**src/design/bgelu_pkg.sv**
```systemverilog
`default_nettype none
package bgelu_pkg;

  localparam int DATA_WIDTH_DEF = 24;
  localparam int FRAC_BITS_DEF  = 16;

  // internal fixed-point formats
  localparam int IQ = 24;
  localparam int EQ = 30;
  localparam int TAYLOR_TERMS = 12;

  localparam int YQ_W  = 29;
  localparam int Y2_W  = 32;
  localparam int Y3_W  = 35;
  localparam int IN_W  = 31;
  localparam int U_W   = 31;
  localparam int A_W   = 28;
  localparam int V_W   = 35;
  localparam int R_W   = 30;
  localparam int P_W   = 31;
  localparam int K_W   = 5;
  localparam int K_MAX = 23;
  localparam int DEN_W = 32;
  localparam int Q_W   = 25;
  localparam int DVD_W = 56;

  localparam logic signed [21:0] C_CUBIC   = 22'sd750193;
  localparam logic signed [24:0] C_SQRT2PI = 25'sd13386282;
  localparam logic [63:0]        LN2_Q30   = 64'd744261118;
  localparam logic [P_W-1:0]     ONE_P     = P_W'(64'd1 << EQ);
  localparam logic signed [U_W-1:0] U_SAT  = U_W'(64'sd1 <<< (IQ + 3));

  // pipeline depths
  localparam int LAT_FRONT = 7;
  localparam int LAT_STEP  = 3;
  localparam int LAT_EXP   = LAT_STEP * TAYLOR_TERMS;
  localparam int LAT_DIV   = Q_W;
  localparam int SIDE_DLY  = LAT_FRONT - 1 + LAT_EXP + 1 + LAT_DIV;
  localparam int LAT_TOTAL = SIDE_DLY + 1 + 2;

  // register index decode
  localparam logic REG_IDX_GELU = 1'b0;

  typedef struct packed {
    logic [K_W-1:0] k;
    logic           neg;
    logic           tsat;
  } tside_t;

  function automatic logic signed [63:0] rnd_shr(input logic signed [63:0] v, input int s);
    return (v + (64'sd1 <<< (s - 1))) >>> s;
  endfunction

  function automatic logic [V_W-1:0] ln2_mul(input logic [K_W-1:0] k);
    return V_W'(64'(k) * LN2_Q30);
  endfunction

endpackage
`default_nettype wire

```
**src/design/bgelu_exp_step.sv**
```systemverilog
`default_nettype none
module bgelu_exp_step #(
  parameter int N = bgelu_pkg::TAYLOR_TERMS
) (
  input  logic                      clk,
  input  logic                      rst_n,
  input  logic                      vld_i,
  input  logic [bgelu_pkg::R_W-1:0] r_i,
  input  logic [bgelu_pkg::P_W-1:0] p_i,
  input  bgelu_pkg::tside_t         side_i,
  output logic                      vld_o,
  output logic [bgelu_pkg::R_W-1:0] r_o,
  output logic [bgelu_pkg::P_W-1:0] p_o,
  output bgelu_pkg::tside_t         side_o
);
  import bgelu_pkg::*;

  localparam logic [32:0] RECIP = 33'((64'd1 << 32) / N);

  logic [R_W+P_W-1:0] m;
  logic [P_W-1:0] t_nxt, t_a_r, t_b_r, qe_nxt, qe_b_r, p_nxt, p_c_r;
  logic [63:0] qprod;
  logic [33:0] rem;
  logic [P_W-1:0] q;
  logic [R_W-1:0] r_a_r, r_b_r, r_c_r;
  tside_t side_a_r, side_b_r, side_c_r;
  logic vld_a_r, vld_b_r, vld_c_r;

  always_comb begin
    m      = r_i * p_i;
    t_nxt  = P_W'((64'(m) + (64'd1 << (EQ - 1))) >> EQ);
    qprod  = 64'(t_a_r) * 64'(RECIP);
    qe_nxt = P_W'(qprod >> 32);
    // reciprocal estimate is low by at most one
    rem    = 34'(t_b_r) - 34'(qe_b_r) * 34'(N);
    q      = (rem >= 34'(N)) ? qe_b_r + P_W'(1) : qe_b_r;
    p_nxt  = ONE_P - q;
  end

  always_ff @(posedge clk) begin
    if (!rst_n) begin
      vld_a_r <= 1'b0;
      vld_b_r <= 1'b0;
      vld_c_r <= 1'b0;
    end else begin
      vld_a_r <= vld_i;
      vld_b_r <= vld_a_r;
      vld_c_r <= vld_b_r;
    end
  end

  always_ff @(posedge clk) begin
    t_a_r    <= t_nxt;
    r_a_r    <= r_i;
    side_a_r <= side_i;
    t_b_r    <= t_a_r;
    qe_b_r   <= qe_nxt;
    r_b_r    <= r_a_r;
    side_b_r <= side_a_r;
    p_c_r    <= p_nxt;
    r_c_r    <= r_b_r;
    side_c_r <= side_b_r;
  end

  assign vld_o  = vld_c_r;
  assign r_o    = r_c_r;
  assign p_o    = p_c_r;
  assign side_o = side_c_r;

  a_p_bound: assert property (@(posedge clk) disable iff (!rst_n)
    vld_c_r |-> p_c_r <= ONE_P)
    else $error("series term above one");

endmodule
`default_nettype wire

```
**config.mk**
```make
export PLATFORM = sky130hd
export DESIGN_NAME = bgelu_exp_step
export DESIGN_NICKNAME = d
export VERILOG_FILES = /design/src/design/bgelu_pkg.sv /design/src/design/bgelu_exp_step.sv
export SDC_FILE = /design/constraint.sdc
export NUM_CORES = 2
export LEC_CHECK = 0
export ABC_CLOCK_PERIOD_IN_PS = 7650
export BUFFER_PORTS_ARGS = -buffer_cell sky130_fd_sc_hd__buf_2
export CORE_MARGIN = 5
export CORE_UTILIZATION = 60
export DETAILED_ROUTE_END_ITERATION = 12
export PLACE_DENSITY = 0.8
export SLEW_MARGIN = 40
export SYNTH_ARGS = -nofsm -noshare
export SYNTH_HDL_FRONTEND = slang
export SYNTH_SLANG_ARGS = --single-unit
```
**constraint.sdc**
```tcl
create_clock -name clk -period 7.65 [get_ports clk]
set_clock_uncertainty 0.1 [all_clocks]
set_input_delay 0.3825 -clock clk [delete_from_list [all_inputs] [get_ports clk]]
set_output_delay 0.3825 -clock clk [all_outputs]
set_load 0.05 [all_outputs]
```
[Yosys cells after proc, flatten, opt, wreduce, memory -nomap -nowiden]
Cells that the tools add are included.
Operators by class
  $add $sub $neg: 4
  multipliers: 3
  $lt $le $gt $ge: 1
  mux-type cells: 1
Operators by type and width (count)
  $add A61 B30 Y61 const B: 1
  $mul A30 B31 Y61: 1
  $mul A31 B29 Y60 const B: 1
  $ge A34 B4 Y1 const B: 1
  $sub A31 B32 Y33: 1
  $sub A31 B29 Y31 const A: 1
  $mul A28 B2 Y30 const B: 1
  $add A28 B1 Y29 const B: 1
  $mux W29: 1
Word-level totals
  register bits: 235
  input port bits: 71
  output and inout bits: 69
  logic and storage cells: 28

[Logic depth before layout (Yosys ltp)]
  depth in word-level cells: 5
  gate-level depth with buffers: 38
  depth with buffers taken out: 34

[Worst setup path after synthesis]
No wires, ideal clock.
  kind: in2reg
  start: input port p_i[21] (netlist bit)
  end: register t_a_r[19]
  library setup time: 0.062 ns
  arrival: 7.774 ns
  data required time: 7.488 ns
  setup slack: -0.286 ns
  stages: 29
  path buffers: 1
  cells stage by stage: clkbuf_1 -> nand2_1 -> fa_1 -> fa_1 -> fa_1 -> fa_1 -> inv_1 -> fa_1 -> fa_1 -> fa_1 -> inv_1 -> fa_1 -> inv_1 -> ha_1 -> a21o_1 -> a21o_1 -> a21o_1 -> a211oi_1 -> o211ai_1 -> nand3_1 -> a211oi_1 -> o21ai_0 -> o21ai_0 -> a31oi_1 -> a21boi_0 -> o21a_1 -> o21a_1 -> or4_1 -> nand3_1
On the way
  longest elaborated chain between the ends: 2
RTL lines
  start: declaration: line bgelu_exp_step.sv:9  | input logic [bgelu_pkg::P_W-1:0] p_i,
  $mul A30 B31 Y61: line bgelu_exp_step.sv:30  | m = r_i * p_i;
  $add A61 B30 Y61: line bgelu_exp_step.sv:31  | t_nxt = P_W'((64'(m) + (64'd1 << (EQ - 1))) >> EQ);
  net t_nxt[19]: line bgelu_exp_step.sv:21  | logic [P_W-1:0] t_nxt, t_a_r, t_b_r, qe_nxt, qe_b_r, p_nxt, p_c_r;
  end signal: assignment: line bgelu_exp_step.sv:53  | t_a_r <= t_nxt;
  end: declaration: line bgelu_exp_step.sv:21
The timed path passes the listed nets, and every way through them passes these cells.
A chain may end at the register's enable or synchronous reset.

[Worst setup path in the final report]
  start: input port r_i[18] (netlist bit)
  end: register t_a_r[19]
On the way
  longest elaborated chain between the ends: 2
RTL lines
  start: declaration: line bgelu_exp_step.sv:8  | input logic [bgelu_pkg::R_W-1:0] r_i,
  $mul A30 B31 Y61: line bgelu_exp_step.sv:30
  $add A61 B30 Y61: line bgelu_exp_step.sv:31
  net t_nxt[19]: line bgelu_exp_step.sv:21
The timed path passes the listed nets, and every way through them passes these cells.

==> results.md <==
* DR DRC count at 0
* Worst r2r src: t_a_r[21]$_DFF_P_
* Post-synthesis compound-gate area fraction at 4.615%
* Die width at 304.6 um
* Die area at 92800 um2
* Fin crit share at 100.1%
* Largest net degree at the start of global routing at 24
* CORE AREA at 86480 um2
* Failing checks: setup timing
* XOR/XNOR share of the synthesized area at 2.462%
* Met2 usage in global routing at 52.03%
* CP max stage cell: fa_1
* Starting Density at 60.23%
* Row count at 108
* Via density at 5.533
* Gpl congestion at 1.004
* Clock tree from TritonCTS: done
* WL per Instance at 20.79 um
* Kind of critical path: primary input to flip-flop
* Vias in the first global route at 43820
* RSZ-0062 raised after global routing: true
* Area grow syn2layout at 17.17%
* CP startpoint kind: primary input
* Prevailing post-synth register cell: dfxtp_1
* #FFs+latches synth at 233
* Met3 GRT Util at 6.895%
* Ports at 140
* Pre-CTS WS at -1.081 ns
* Global-route wire length before repair at 233500 um
* Share of the synthesized area in the top cell type at 43.39%
* Die Ht at 304.6 um
* Fin util at 70.57%
* Root Driver: clkbuf_16
* Clock transition at path regs at 0.07 ns
* Total overflow reported by the global router at 0
* CTS Buffer Depth at 3
* Worst-Margin Slew at 0.7918 ns
* Initial antenna violation count at 8
* Total Wirelength at 150700 um
* Post-synth EDFFs at 0
* Synth Area in Adders at 59.46%
* GR Util All Layers at 31.65%
* Slew headroom at 47.08%
* Fmax at 130.5 MHz
* WP data arrival at 8.07 ns
* Synth area leaders: fa_1 (43%), ha_1 (16%), inv_1 (9.8%)
* Status: finished with violations
* Final setup fails at 1
* Post-synth cell types at 93
* Reg2Reg Depth at 27
* Max Slew Vio Count at 0
* Syn_area_per_cell at 9.506 um2
* Mapped Nets at 7348
* R2r endpoint: qe_b_r[26]$_DFF_P_
* Detailed Place HPWL at 124600 um
* Crit-path max FO at 12
* Initial DRC Count at 3179
* Commonest non-fill, non-tap cell in the layout: inv_1
* Share of layout cells above drive strength 1 at 17.43%
* Met1 Usage GRT at 41.42%
* Post-synthesis sequential area ratio at 8.956%
* Fin nets at 7934
* Mux contribution to synthesized area at 0.2282%
* Final hold vios at 0
* Main combinational cell family by area after synthesis: adder cells
* Critical path data required time at 8.06 ns
* Hold crit path type: primary input to flip-flop
* Number of CTS-inserted buffers at 28
* Largest stage delay, worst path at 0.57 ns
* Final Critical Period at 7.661 ns
* CTS Sinks at 233
* GR peak layer: met2
* Leading cell types in the layout, fill and taps excluded: inv_1 (1331), fa_1 (1086), ha_1 (638), nand2_1 (626), buf_4 (563)
* Routed Antenna Nets at 0
* Routed via count at 40090
* PnR worst setup slack at -0.01057 ns
* # H-tree levels at 1
* Reg2Reg Setup Slack at 0.11 ns
* Critical path startpoint: r_i[18]
* Most used cell, CP: fa_1
* Post-Synthesis Cells at 5479
* Async SR Flop Fraction at 0%
* Post-synthesis cell type with the largest combined area: fa_1
* Setup crit end kind: flip-flop
* Clk Latency, worst-skew pair at 0.59 ns
* Max cap viols at 0
* Synth Warn # at 0
* Synth Area in Simple Gates at 12.85%
* DR pass1 iterations at 6
* I/O Buffers at 139
* CP Capture Point: t_a_r[19]$_DFF_P_
* Synthesized area at 52080 um2
[layout make-up]
cell class	instances	area (um2)
clock inverters	21	246.5
well taps	1155	1445
repair buffers	774	6250
multi-input cells	3667	42520
clock buffers	31	733.2
diodes	4	10.01
fillers	6026	25450
flip-flops and latches	233	4711
inverters	1361	5109
[worst min path at each step]
stage                                 start           endpoint  cells after the start
after floorplan            r_a_r[0]$_DFF_P_   r_b_r[0]$_DFF_P_                      0
after global placement     r_a_r[8]$_DFF_P_   r_b_r[8]$_DFF_P_                      0
after detailed placement  r_a_r[28]$_DFF_P_  r_b_r[28]$_DFF_P_                      0
after CTS                            r_i[6]   r_a_r[6]$_DFF_P_                      2
after global routing                r_i[11]  r_a_r[11]$_DFF_P_                      2
final                               r_i[11]  r_a_r[11]$_DFF_P_                      2
[cell families (layout without fill, tap and decap cells)]
family | Yosys count | in the layout
xor gates and xnor gates | 140 | 140
DFF | 233 | 233
other | 0 | 4
and+or+nand+nor | 1366 | 1366
muxes | 11 | 11
AOI/OAI and AO/OA | 352 | 352
buffers and inverters | 1579 | 2187
adders and majority gates | 1798 | 1798
[flip-flops by register name (all words and copies together), names as in the netlist]
name,cells
p_o,31
qe_b_r,28
r_a_r,30
r_b_r,30
r_o,30
side_a_r,7
side_b_r,7
side_o,7
t_a_r,31
t_b_r,29
vld_a_r,1
vld_b_r,1
vld_o,1
[cell usage after synthesis, types with 6 or more instances]
master        n
nor2_1      112
dfxtp_1     233
o21ai_0      57
and3_1       11
o21a_1       16
a2111oi_0     9
mux2i_1       7
inv_1      1360
fa_1       1129
o21bai_1      9
nand4_1      17
xor2_1       41
a211oi_1     15
clkbuf_1    205
nand3_1      47
nand2_1     629
nor3_1       39
nor2b_1      14
o211ai_1     11
xnor2_1      93
a31oi_1      13
or3_1        10
ha_1        669
nand2b_1     23
or2_2         6
a21o_1       54
or4_1         6
a21oi_1      89
and2_1      412
nor4_1       11
o21ai_1       6
[metal layers]
metal  up-vias  part of all wire, %
met5         -               0.0086
met4         2                  5.5
met3       495                   10
met2      2048                   47
met1     19970                   37
li1      17570                    -
[critical path: cells and delay by family]
family	cells	cell delay [ns]
buffers and inverters	6	0.51
AND/OR/NAND/NOR	4	0.87
adder cells (fa/ha/maj)	9	4.29
AO/OA/AOI/OAI	11	2.00
[what timing repair did]
action | CTS | global route
gates cloned | 0 | 2
buffers inserted | 15 | 32
pin swaps | 44 | 182
endpoints found under the hold margin | 20 | 1
gates resized for setup | 89 | 296
setup endpoints to repair | 49 | 54
hold buffers | 20 | 1
[stage by stage]
| stage | cell area, um2 | setup TNS (ns) | std cells | hold WS (ns) |
|---|---|---|---|---|
| after detailed placement | 58000 | -24.46 | 7123 | 0.2121 |
| after floorplan | 52110 | -0.03916 | 5479 | 0.2096 |
| final | 61030 | -0.01057 | 7246 | 0.03924 |
| after CTS | 59620 | -0.008940 | 7210 | 0.05557 |
| after global routing | 61020 | -2.709 | 7244 | 0.02811 |
| after global placement | 58000 | -17.94 | 7123 | 0.2098 |
Power is left out: the tool's default activity adds up to more than one toggle a clock period on the data nets, which glitch-free logic cannot reach.
